`src/rtl/adq_pkg.sv`:
```
// Shared types and constants of the adaptive differential dequantizer.
`timescale 1ns / 1ps

package adq_pkg;

	localparam int CODE_W     = 16;
	localparam int STEP_W     = 15;
	localparam int SUM_W      = 20;
	localparam int VG_W       = 15;
	localparam int PG_W       = 16;
	localparam int WL_W       = 5;
	localparam int TGT_W      = 17;
	localparam int CFG_IDX_W  = 2;
	localparam int CFG_DATA_W = 16;

	localparam int DEF_MAX_WINDOW = 16;

	localparam logic [CFG_IDX_W-1:0] CFG_VARIANCE_GAIN  = 2'd0;
	localparam logic [CFG_IDX_W-1:0] CFG_PREDICTOR_GAIN = 2'd1;
	localparam logic [CFG_IDX_W-1:0] CFG_WINDOW_LENGTH  = 2'd2;

	localparam logic [VG_W-1:0]   VG_RESET   = 15'd16384;
	localparam logic [PG_W-1:0]   PG_RESET   = 16'd0;
	localparam logic [WL_W-1:0]   WL_RESET   = 5'd10;
	localparam logic [STEP_W-1:0] STEP_MAX   = 15'd32766;
	localparam logic [STEP_W-1:0] STEP_RESET = 15'd1;

	// Commands from the controller to the datapath, one per sequencer step.
	typedef struct packed {
		logic load;    // capture the accepted codes
		logic mul;     // code * step and gain * previous output
		logic upd;     // output, prediction, window and sum update
		logic tgt;     // step target product, loads the divider
		logic div;     // one quotient bit of target / length
		logic commit;  // new step, window advance, result register load
	} cmd_t;

endpackage

```
`src/rtl/adq_in_if.sv`:
```
// Input channel: one word of two quantized codes.
`timescale 1ns / 1ps

interface adq_in_if;
	import adq_pkg::*;

	logic                     valid;
	logic                     ready;
	logic signed [CODE_W-1:0] code_left;
	logic signed [CODE_W-1:0] code_right;

	modport source (output valid, output code_left, output code_right, input ready);
	modport sink (input valid, input code_left, input code_right, output ready);
endinterface

```
`src/rtl/adq_out_if.sv`:
```
// Output channel: one word of two reconstructed samples.
`timescale 1ns / 1ps

interface adq_out_if;
	import adq_pkg::*;

	logic                     valid;
	logic                     ready;
	logic signed [CODE_W-1:0] out_left;
	logic signed [CODE_W-1:0] out_right;

	modport source (output valid, output out_left, output out_right, input ready);
	modport sink (input valid, input out_left, input out_right, output ready);
endinterface

```
`src/rtl/adaptive_differential_dequantizer_unit.sv`:
```
// Top level of the stereo adaptive differential dequantizer.
`timescale 1ns / 1ps

// Each input word carries one code per channel and yields one output word with one
// reconstructed sample per channel. An accepted word goes through the multiply, state
// update and step target steps, then a 17-step restoring division of the step target by
// the window length, one quotient bit per cycle; both channels run their own divider side
// by side. No new word is accepted until the result is committed to the output register,
// and the commit waits while the previous result still waits there. A finished word waits
// in the output register, and the next word is accepted while it waits. The magnitude
// windows sit in small memories whose per-entry valid bits reset clears at once, so the
// block is ready right after reset with no clearing pass. The user must write configuration
// through wr_en/wr_index/wr_data only while no word is in flight; the block does not enforce it.
module adaptive_differential_dequantizer_unit #(
	parameter int MAX_WINDOW = adq_pkg::DEF_MAX_WINDOW
) (
	input  logic                           clk,
	input  logic                           arst_n,
	adq_in_if.sink                         codes,
	adq_out_if.source                      samples,
	input  logic                           wr_en,
	input  logic [adq_pkg::CFG_IDX_W-1:0]  wr_index,
	input  logic [adq_pkg::CFG_DATA_W-1:0] wr_data
);
	import adq_pkg::*;

	cmd_t cmd;

	adq_ctrl u_ctrl (
		.clk       (clk),
		.arst_n    (arst_n),
		.in_valid  (codes.valid),
		.in_ready  (codes.ready),
		.out_valid (samples.valid),
		.out_ready (samples.ready),
		.cmd       (cmd)
	);

	adq_dp #(
		.MAX_WINDOW (MAX_WINDOW)
	) u_dp (
		.clk        (clk),
		.arst_n     (arst_n),
		.cmd        (cmd),
		.wr_en      (wr_en),
		.wr_index   (wr_index),
		.wr_data    (wr_data),
		.code_left  (codes.code_left),
		.code_right (codes.code_right),
		.out_left   (samples.out_left),
		.out_right  (samples.out_right)
	);

	// An accepted word starts the sequence and blocks further input.
	a_accept_starts: assert property (@(posedge clk) disable iff (!arst_n)
		(codes.valid && codes.ready) |=> (cmd.mul && !codes.ready))
		else $error("accepted word did not start the sequence");

	// A result never overwrites a word that is still waiting at the output.
	a_commit_slot: assert property (@(posedge clk) disable iff (!arst_n)
		cmd.commit |-> (!samples.valid || samples.ready))
		else $error("result register overwritten while occupied");

	a_commit_shows: assert property (@(posedge clk) disable iff (!arst_n)
		cmd.commit |=> samples.valid)
		else $error("committed word not offered at the output");

	// The update step always follows the multiply step.
	a_upd_after_mul: assert property (@(posedge clk) disable iff (!arst_n)
		cmd.upd |-> $past(cmd.mul))
		else $error("update without preceding multiply");

endmodule

```
`src/rtl/adq_lane.sv`:
```
// One channel of the datapath: state, magnitude window, multipliers and step divider.
`timescale 1ns / 1ps

module adq_lane #(
	parameter int MAX_WINDOW = adq_pkg::DEF_MAX_WINDOW,
	parameter int LEN_W      = $clog2(MAX_WINDOW + 1),
	parameter int POS_W      = $clog2(MAX_WINDOW)
) (
	input  logic                             clk,
	input  logic                             arst_n,
	input  adq_pkg::cmd_t                    cmd,
	input  logic signed [adq_pkg::CODE_W-1:0] code,
	input  logic [adq_pkg::VG_W-1:0]         vg,
	input  logic signed [adq_pkg::PG_W-1:0]  pg,
	input  logic [LEN_W-1:0]                 len,
	input  logic [POS_W-1:0]                 pos,
	output logic signed [adq_pkg::CODE_W-1:0] sample
);
	import adq_pkg::*;

	logic signed [CODE_W-1:0] code_q;
	logic [STEP_W-1:0]        step_q;
	logic signed [CODE_W-1:0] pred_q;
	logic signed [CODE_W-1:0] last_q;
	logic [SUM_W-1:0]         sum_q;
	logic [MAX_WINDOW-1:0]    vld_q;
	logic [CODE_W-1:0]        win_mem [MAX_WINDOW];
	logic [CODE_W-1:0]        rd_q;
	logic                     rd_vld_q;
	logic signed [CODE_W-1:0] diff_q;
	logic signed [31:0]       prod_q;
	logic [TGT_W-1:0]         dvd_q;
	logic [LEN_W-1:0]         rem_q;

	logic signed [31:0]       mul_w;
	logic signed [31:0]       bias_w;
	logic [CODE_W-1:0]        q_w;
	logic signed [CODE_W-1:0] out_w;
	logic signed [CODE_W-1:0] pred_w;
	logic [CODE_W-1:0]        mag_w;
	logic [SUM_W-1:0]         sum_w;
	logic [34:0]              tprod_w;
	logic [LEN_W:0]           shl_w;
	logic                     ge_w;
	logic [LEN_W:0]           sub_w;
	logic [STEP_W-1:0]        step_w;

	always_comb begin
		mul_w  = code_q * $signed({1'b0, step_q});
		// Truncating division by 32768: bias negative products before the shift.
		bias_w = prod_q + (prod_q[31] ? 32'sd32767 : 32'sd0);
		q_w    = bias_w[30:15];
		out_w  = diff_q + pred_q;
		pred_w = out_w - $signed(q_w);
		mag_w  = diff_q[CODE_W-1] ? (~diff_q + 16'd1) : diff_q;
		sum_w  = sum_q - (rd_vld_q ? SUM_W'(rd_q) : '0) + SUM_W'(mag_w);
		tprod_w = 35'(sum_q) * 35'(vg);
		shl_w  = {rem_q, dvd_q[TGT_W-1]};
		ge_w   = shl_w >= {1'b0, len};
		sub_w  = shl_w - {1'b0, len};
		if (dvd_q > TGT_W'(STEP_MAX)) begin
			step_w = STEP_MAX;
		end else if (dvd_q == '0) begin
			step_w = STEP_RESET;
		end else begin
			step_w = dvd_q[STEP_W-1:0];
		end
	end

	always_ff @(posedge clk or negedge arst_n) begin
		if (!arst_n) begin
			step_q <= STEP_RESET;
			pred_q <= '0;
			last_q <= '0;
			sum_q  <= '0;
			vld_q  <= '0;
		end else begin
			if (cmd.upd) begin
				pred_q     <= pred_w;
				last_q     <= out_w;
				sum_q      <= sum_w;
				vld_q[pos] <= 1'b1;
			end
			if (cmd.commit) begin
				step_q <= step_w;
			end
		end
	end

	// Window memory: one read and one write port, registered read.
	always_ff @(posedge clk) begin
		if (cmd.mul) begin
			rd_q <= win_mem[pos];
		end
		if (cmd.upd) begin
			win_mem[pos] <= mag_w;
		end
	end

	always_ff @(posedge clk) begin
		if (cmd.load) begin
			code_q <= code;
		end
		if (cmd.mul) begin
			diff_q   <= mul_w[CODE_W-1:0];
			prod_q   <= pg * last_q;
			rd_vld_q <= vld_q[pos];
		end
		if (cmd.tgt) begin
			dvd_q <= tprod_w[31:15];
			rem_q <= '0;
		end else if (cmd.div) begin
			dvd_q <= {dvd_q[TGT_W-2:0], ge_w};
			rem_q <= ge_w ? sub_w[LEN_W-1:0] : shl_w[LEN_W-1:0];
		end
	end

	assign sample = last_q;

endmodule

```
`src/rtl/adq_dp.sv`:
```
// Datapath: configuration registers, window position, both channel lanes and result register.
`timescale 1ns / 1ps

module adq_dp #(
	parameter int MAX_WINDOW = adq_pkg::DEF_MAX_WINDOW
) (
	input  logic                                clk,
	input  logic                                arst_n,
	input  adq_pkg::cmd_t                       cmd,
	input  logic                                wr_en,
	input  logic [adq_pkg::CFG_IDX_W-1:0]       wr_index,
	input  logic [adq_pkg::CFG_DATA_W-1:0]      wr_data,
	input  logic signed [adq_pkg::CODE_W-1:0]   code_left,
	input  logic signed [adq_pkg::CODE_W-1:0]   code_right,
	output logic signed [adq_pkg::CODE_W-1:0]   out_left,
	output logic signed [adq_pkg::CODE_W-1:0]   out_right
);
	import adq_pkg::*;

	localparam int LEN_W = $clog2(MAX_WINDOW + 1);
	localparam int POS_W = $clog2(MAX_WINDOW);

	logic [VG_W-1:0]          vg_q;
	logic signed [PG_W-1:0]   pg_q;
	logic [WL_W-1:0]          wl_q;
	logic [POS_W-1:0]         pos_q;
	logic signed [CODE_W-1:0] res_left_q;
	logic signed [CODE_W-1:0] res_right_q;

	logic [LEN_W-1:0]         len_w;
	logic [POS_W:0]           pos_inc_w;
	logic signed [CODE_W-1:0] lane_left_w;
	logic signed [CODE_W-1:0] lane_right_w;

	// Effective length is the register clamped to one through the window depth.
	always_comb begin
		if (wl_q == '0) begin
			len_w = LEN_W'(1);
		end else if (int'(wl_q) > MAX_WINDOW) begin
			len_w = LEN_W'(MAX_WINDOW);
		end else begin
			len_w = LEN_W'(wl_q);
		end
		pos_inc_w = {1'b0, pos_q} + (POS_W + 1)'(1);
	end

	always_ff @(posedge clk or negedge arst_n) begin
		if (!arst_n) begin
			vg_q  <= VG_RESET;
			pg_q  <= PG_RESET;
			wl_q  <= WL_RESET;
			pos_q <= '0;
		end else begin
			if (wr_en) begin
				unique case (wr_index)
					CFG_VARIANCE_GAIN:  vg_q <= wr_data[VG_W-1:0];
					CFG_PREDICTOR_GAIN: pg_q <= $signed(wr_data[PG_W-1:0]);
					CFG_WINDOW_LENGTH:  wl_q <= wr_data[WL_W-1:0];
					default: ;
				endcase
			end
			if (cmd.commit) begin
				pos_q <= (pos_inc_w >= (POS_W + 1)'(len_w)) ? '0 : pos_inc_w[POS_W-1:0];
			end
		end
	end

	always_ff @(posedge clk) begin
		if (cmd.commit) begin
			res_left_q  <= lane_left_w;
			res_right_q <= lane_right_w;
		end
	end

	adq_lane #(
		.MAX_WINDOW (MAX_WINDOW),
		.LEN_W      (LEN_W),
		.POS_W      (POS_W)
	) u_lane_left (
		.clk    (clk),
		.arst_n (arst_n),
		.cmd    (cmd),
		.code   (code_left),
		.vg     (vg_q),
		.pg     (pg_q),
		.len    (len_w),
		.pos    (pos_q),
		.sample (lane_left_w)
	);

	adq_lane #(
		.MAX_WINDOW (MAX_WINDOW),
		.LEN_W      (LEN_W),
		.POS_W      (POS_W)
	) u_lane_right (
		.clk    (clk),
		.arst_n (arst_n),
		.cmd    (cmd),
		.code   (code_right),
		.vg     (vg_q),
		.pg     (pg_q),
		.len    (len_w),
		.pos    (pos_q),
		.sample (lane_right_w)
	);

	assign out_left  = res_left_q;
	assign out_right = res_right_q;

endmodule

```
`src/rtl/adq_ctrl.sv`:
```
// Controller: sequences one word through the datapath and owns the result handshake.
`timescale 1ns / 1ps

module adq_ctrl (
	input  logic          clk,
	input  logic          arst_n,
	input  logic          in_valid,
	output logic          in_ready,
	output logic          out_valid,
	input  logic          out_ready,
	output adq_pkg::cmd_t cmd
);
	import adq_pkg::*;

	localparam int CNT_W = $clog2(TGT_W);

	localparam logic [2:0] ST_IDLE = 3'd0;
	localparam logic [2:0] ST_MUL  = 3'd1;
	localparam logic [2:0] ST_UPD  = 3'd2;
	localparam logic [2:0] ST_TGT  = 3'd3;
	localparam logic [2:0] ST_DIV  = 3'd4;
	localparam logic [2:0] ST_FIN  = 3'd5;

	logic [2:0]       state_q;
	logic [2:0]       state_d;
	logic [CNT_W-1:0] cnt_q;
	logic             out_valid_q;
	logic             slot_free_w;

	assign slot_free_w = !out_valid_q || out_ready;

	always_comb begin
		state_d = state_q;
		cmd     = '0;
		unique case (state_q)
			ST_IDLE: begin
				cmd.load = in_valid;
				if (in_valid) state_d = ST_MUL;
			end
			ST_MUL: begin
				cmd.mul = 1'b1;
				state_d = ST_UPD;
			end
			ST_UPD: begin
				cmd.upd = 1'b1;
				state_d = ST_TGT;
			end
			ST_TGT: begin
				cmd.tgt = 1'b1;
				state_d = ST_DIV;
			end
			ST_DIV: begin
				cmd.div = 1'b1;
				if (cnt_q == '0) state_d = ST_FIN;
			end
			ST_FIN: begin
				// Hold the finished word until the result register is free.
				cmd.commit = slot_free_w;
				if (slot_free_w) state_d = ST_IDLE;
			end
			default: state_d = ST_IDLE;
		endcase
	end

	always_ff @(posedge clk or negedge arst_n) begin
		if (!arst_n) begin
			state_q     <= ST_IDLE;
			cnt_q       <= '0;
			out_valid_q <= 1'b0;
		end else begin
			state_q <= state_d;
			if (cmd.tgt) begin
				cnt_q <= CNT_W'(TGT_W - 1);
			end else if (cmd.div) begin
				cnt_q <= cnt_q - CNT_W'(1);
			end
			if (cmd.commit) begin
				out_valid_q <= 1'b1;
			end else if (out_ready) begin
				out_valid_q <= 1'b0;
			end
		end
	end

	assign in_ready  = (state_q == ST_IDLE);
	assign out_valid = out_valid_q;

endmodule

```
`src/flat_wrapper.sv`:
```
// flat-port wrapper written by rule: the top's interface ports become plain ports
module adaptive_differential_dequantizer_unit_flat import adq_pkg::*;
#(
	parameter int MAX_WINDOW = adq_pkg::DEF_MAX_WINDOW
)
  (clk, arst_n, wr_en, wr_index, wr_data, codes_valid, codes_code_left, codes_code_right, codes_ready, samples_valid, samples_out_left, samples_out_right, samples_ready);
  adq_in_if codes_i ();
  adq_out_if samples_i ();
  input  logic clk;
  input  logic arst_n;
  input  logic wr_en;
  input  logic [adq_pkg::CFG_IDX_W-1:0] wr_index;
  input  logic [adq_pkg::CFG_DATA_W-1:0] wr_data;
  input wire logic [$bits(codes_i.valid)-1:0] codes_valid;
  input wire logic [$bits(codes_i.code_left)-1:0] codes_code_left;
  input wire logic [$bits(codes_i.code_right)-1:0] codes_code_right;
  output wire logic [$bits(codes_i.ready)-1:0] codes_ready;
  output wire logic [$bits(samples_i.valid)-1:0] samples_valid;
  output wire logic [$bits(samples_i.out_left)-1:0] samples_out_left;
  output wire logic [$bits(samples_i.out_right)-1:0] samples_out_right;
  input wire logic [$bits(samples_i.ready)-1:0] samples_ready;
  assign codes_i.valid = codes_valid;
  assign codes_i.code_left = codes_code_left;
  assign codes_i.code_right = codes_code_right;
  assign codes_ready = codes_i.ready;
  assign samples_valid = samples_i.valid;
  assign samples_out_left = samples_i.out_left;
  assign samples_out_right = samples_i.out_right;
  assign samples_i.ready = samples_ready;
  adaptive_differential_dequantizer_unit #(.MAX_WINDOW(MAX_WINDOW)) u_core (.clk(clk), .arst_n(arst_n), .codes(codes_i), .samples(samples_i), .wr_en(wr_en), .wr_index(wr_index), .wr_data(wr_data));
endmodule
```
`config.mk`:
```
export PLATFORM = sky130hd
export DESIGN_NAME = adaptive_differential_dequantizer_unit_flat
export DESIGN_NICKNAME = d
export VERILOG_FILES = /design/src/rtl/adq_pkg.sv /design/src/rtl/adq_in_if.sv /design/src/rtl/adq_out_if.sv /design/src/rtl/adaptive_differential_dequantizer_unit.sv /design/src/rtl/adq_lane.sv /design/src/rtl/adq_dp.sv /design/src/rtl/adq_ctrl.sv /design/src/flat_wrapper.sv
export SDC_FILE = /design/constraint.sdc
export NUM_CORES = 2
export LEC_CHECK = 0
export ABC_AREA = 1
export BUFFER_PORTS_ARGS = -buffer_cell sky130_fd_sc_hd__buf_2
export CAP_MARGIN = 20
export CORE_MARGIN = 5
export CORE_UTILIZATION = 55
export DETAILED_ROUTE_END_ITERATION = 10
export GPL_TIMING_DRIVEN = 0
export PLACE_DENSITY_LB_ADDON = 0.15
export SLEW_MARGIN = 10
export SYNTH_ARGS = -nofsm -noshare
export SYNTH_HDL_FRONTEND = slang
export SYNTH_SLANG_ARGS = --single-unit
```
`constraint.sdc`:
```
create_clock -name clk -period 10.29 [get_ports clk]
set_clock_uncertainty 0.2 [all_clocks]
set_input_delay 1.029 -clock clk [delete_from_list [all_inputs] [get_ports clk]]
set_output_delay 1.029 -clock clk [all_outputs]
set_load 0.1 [all_outputs]
```
==> results.json <==
{
  "dieArea_sq_mm": 0.177,
  "grt_usage_pct": 33.0,
  "cts_buffers": 102,
  "yosysUniqueCellTypes": 67,
  "core_sq_mm": 0.168,
  "worstPathBufferInverterCount": 8,
  "worstMarginPinSlew_ns": 1.15,
  "yosys.area.top_type_share_pct": 25.4,
  "critPathArrivalTime_ns": 8.12,
  "gp_congestion": 0.976,
  "finalCritPeriodShare_pct": 76.3,
  "clock_latency_ns": 0.73,
  "h-tree-depth": 3,
  "slowest_stage": "clkbuf_1",
  "clkTransAtPathRegs_ns": 0.07,
  "grt_overflow": 0,
  "final_common_cell": "nand2_1",
  "syn_to_final_growth_pct": 8.68,
  "via_per_inst": 5.53,
  "post-route-util_pct": 60.2,
  "die_x_um": 421,
  "slew_viol_final": 0,
  "status": "completed",
  "rsz0062_at_grt": "no",
  "multi_input_area_sq_mm": 0.0542,
  "placementRows": 150,
  "finalSetupViolCount": 0,
  "drt-pass1-iter-count": 8,
  "critPathRequiredTime_ns": 10.56,
  "placed_cell_area_sq_mm": 0.0974,
  "ys_seq_elements": 965,
  "final_cell_mix": "nand2_1 (2,526), inv_1 (2,478), fa_1 (1,180)",
  "drt_wl_total_um": 289000,
  "avgSynthCellArea_sq_um": 8.70,
  "cts_root_buf": "clkbuf_16",
  "drt_iter0_markers": 7203,
  "synthTopCellsByArea": "fa_1 (25%), edfxtp_1 (24%), nand2_1 (10%), inv_1 (10%), ha_1 (7.7%)",
  "startpoint_type": "register",
  "cts.path.max_buffers": 3,
  "synth_nets": 12500,
  "place.port_buffers": 88,
  "antenna_found_initial": 8,
  "initial_core_util_pct": 55.4,
  "clock.fmax_mhz": 127,
  "vias": 73100,
  "synthFlopType": "edfxtp_1",
  "relSlewSlack_pct": 23.4,
  "path_max_fanout": 10,
  "ant_nets": 0,
  "drive_above_1_share_pct": 4.63,
  "crit_top_cell": "nand2_1",
  "fillerInstances": 14700,
  "synth_async_sr_flop_share_pct": 22.3,
  "period_needed_ns": 7.85,
  "netlist_area_sq_mm": 0.0929,
  "ys_warn_count": 0,
  "hold_violations": 0,
  "max_cap_violations": 0,
  "post_drt_wl_per_cell_um": 21.8,
  "ff_latch_area_sq_mm": 0.0278,
  "post-dp-hpwl_um": 234000,
  "critPathMaxStageDelay_ns": 0.74,
  "yosysSeqAreaShare_pct": 29.9,
  "yosys.area.top_type": "fa_1",
  "nets": 12700,
  "drc_errors": 0,
  "grt_max_degree": 94,
  "netlist_instances": 10700,
  "die_y_um": 421,
  "clock-sinks": 965,
  "crit_family": "adder cells",
  "synth-edff-count": 740,
  "grt_pass1_vias": 73700,
  "grt_pass1_wl_um": 439000,
  "hp-class": "reg2reg",
  "ios": 89,
  "worst-setup-path-type": "reg2reg",
  "fin_tns_setup_ns": 0,
  "fin_area_sq_mm": 0.101,
  "tritoncts": "built",
  "end_kind": "register"
}
## synthesized netlist by cell type (4+ instances only)
| master | number |
|---|---|
| nand3b_1 | 21 |
| nand3_1 | 226 |
| buf_2 | 50 |
| ha_1 | 571 |
| a21boi_1 | 4 |
| a31oi_1 | 12 |
| o21ai_0 | 497 |
| dfxtp_1 | 10 |
| nor4_1 | 14 |
| fa_1 | 1180 |
| a211oi_1 | 7 |
| a21oi_1 | 313 |
| dfrtp_1 | 210 |
| o211ai_1 | 10 |
| clkbuf_1 | 398 |
| o22ai_1 | 158 |
| a21boi_0 | 7 |
| nor3_1 | 63 |
| xor2_1 | 144 |
| o21ai_2 | 8 |
| xnor2_1 | 103 |
| nand2_2 | 7 |
| nand4_1 | 89 |
| inv_1 | 2480 |
| dfstp_2 | 5 |
| or2_1 | 7 |
| o31ai_1 | 13 |
| o21bai_1 | 21 |
| a21o_1 | 37 |
| edfxtp_1 | 740 |
| or2_2 | 42 |
| nor2_1 | 568 |
| o21a_1 | 10 |
| nor3_2 | 7 |
| nand2_1 | 2526 |
| o21ai_1 | 44 |
| inv_2 | 15 |
| a21oi_2 | 5 |
| buf_1 | 11 |
## final cells by class
cell class	instances	share of cell area, %
clock inverter	56	0.580
timing repair buffer	151	1.54
inverter	2496	9.28
sequential	965	27.6
tap	2204	2.73
clock buffer	137	2.81
antenna	1	0.00248
multi-input combinational	6756	53.7
buffer	460	1.77
## path summary, 6_finish.rpt
path,startpoint,end,slack (ns),cells past startpoint
hold reg to reg,u_core.u_dp.u_lane_right.vld_q[1],u_core.u_dp.u_lane_right.vld_q[1],0.25,2
max in group asynchronous,arst_n,u_core.u_dp.u_lane_right.step_q[0],8.32,3
min in group asynchronous,arst_n,u_core.u_dp.u_lane_right.sample[12],0.66,2
hold / removal,u_core.u_dp.u_lane_right.vld_q[1],u_core.u_dp.u_lane_right.vld_q[1],0.25,2
setup reg to reg,u_core.u_dp.vg_q[1],u_core.u_dp.u_lane_left.dvd_q[6],2.44,26
setup / recovery,u_core.u_dp.vg_q[1],u_core.u_dp.u_lane_left.dvd_q[6],2.44,26
## flip-flops by register name, summed over array words and instances, names as in the netlist, 17 cells and up
name / flops
u_core.u_dp.u_lane_left.sum_q: 20
u_core.u_dp.u_lane_right.prod_q: 32
u_core.u_dp.u_lane_left.prod_q: 32
u_core.u_dp.u_lane_right.dvd_q: 17
u_core.u_dp.u_lane_right.win_mem: 256
u_core.u_dp.u_lane_left.dvd_q: 17
u_core.u_dp.u_lane_right.sum_q: 20
u_core.u_dp.u_lane_left.win_mem: 256
## kinds of logic (layout without fill, tap and decap cells)
logic type | after synthesis | after routing | share of synthesized area [%]
simple gates | 3590 | 3590 | 15.6
buf+inv | 2956 | 3300 | 12.0
fa+ha+maj | 1751 | 1751 | 33.1
compound gates | 1166 | 1166 | 6.98
flops | 965 | 965 | 29.9
xor+xnor | 248 | 248 | 2.35
mux | 1 | 1 | 0.0121
other cells | 0 | 1 | 0
## metrics by stage
step	setup WS [ns]	instances	hold WS (ns)
finish	2.44	13200	0.253
global route	2.13	13200	0.242
CTS	2.67	13200	0.209
detailed placement	2.70	13000	0.237
global placement	0.0164	13000	0.230
floorplan	3.45	10700	0.221
## repair_timing
action | CTS | global route
setup buffers | 0 | 0
resized for setup | 0 | 0
endpoints found under the hold margin | 3 | 0
hold buffers | 1 | 0
## metal layers
layer | track usage (%) | up-vias | part of all wire (%)
met5 | 0 | - | 0.0094
met4 | 14.7 | 4 | 5.2
met3 | 5.11 | 649 | 8.6
met2 | 53.4 | 3128 | 46
li1 | - | 33100 | -
met1 | 44.6 | 36200 | 40
## worst register-to-register path: cells and delay by family (launching register included)
family / cells / cell delay [ns]
flops: 1 / 0.54
buf+inv: 8 / 1.96
simple gates: 11 / 1.64
fa+ha+maj: 7 / 3.29
Power is left out: the tool's default activity adds up to more than one toggle a clock period on the data nets, which glitch-free logic cannot reach.
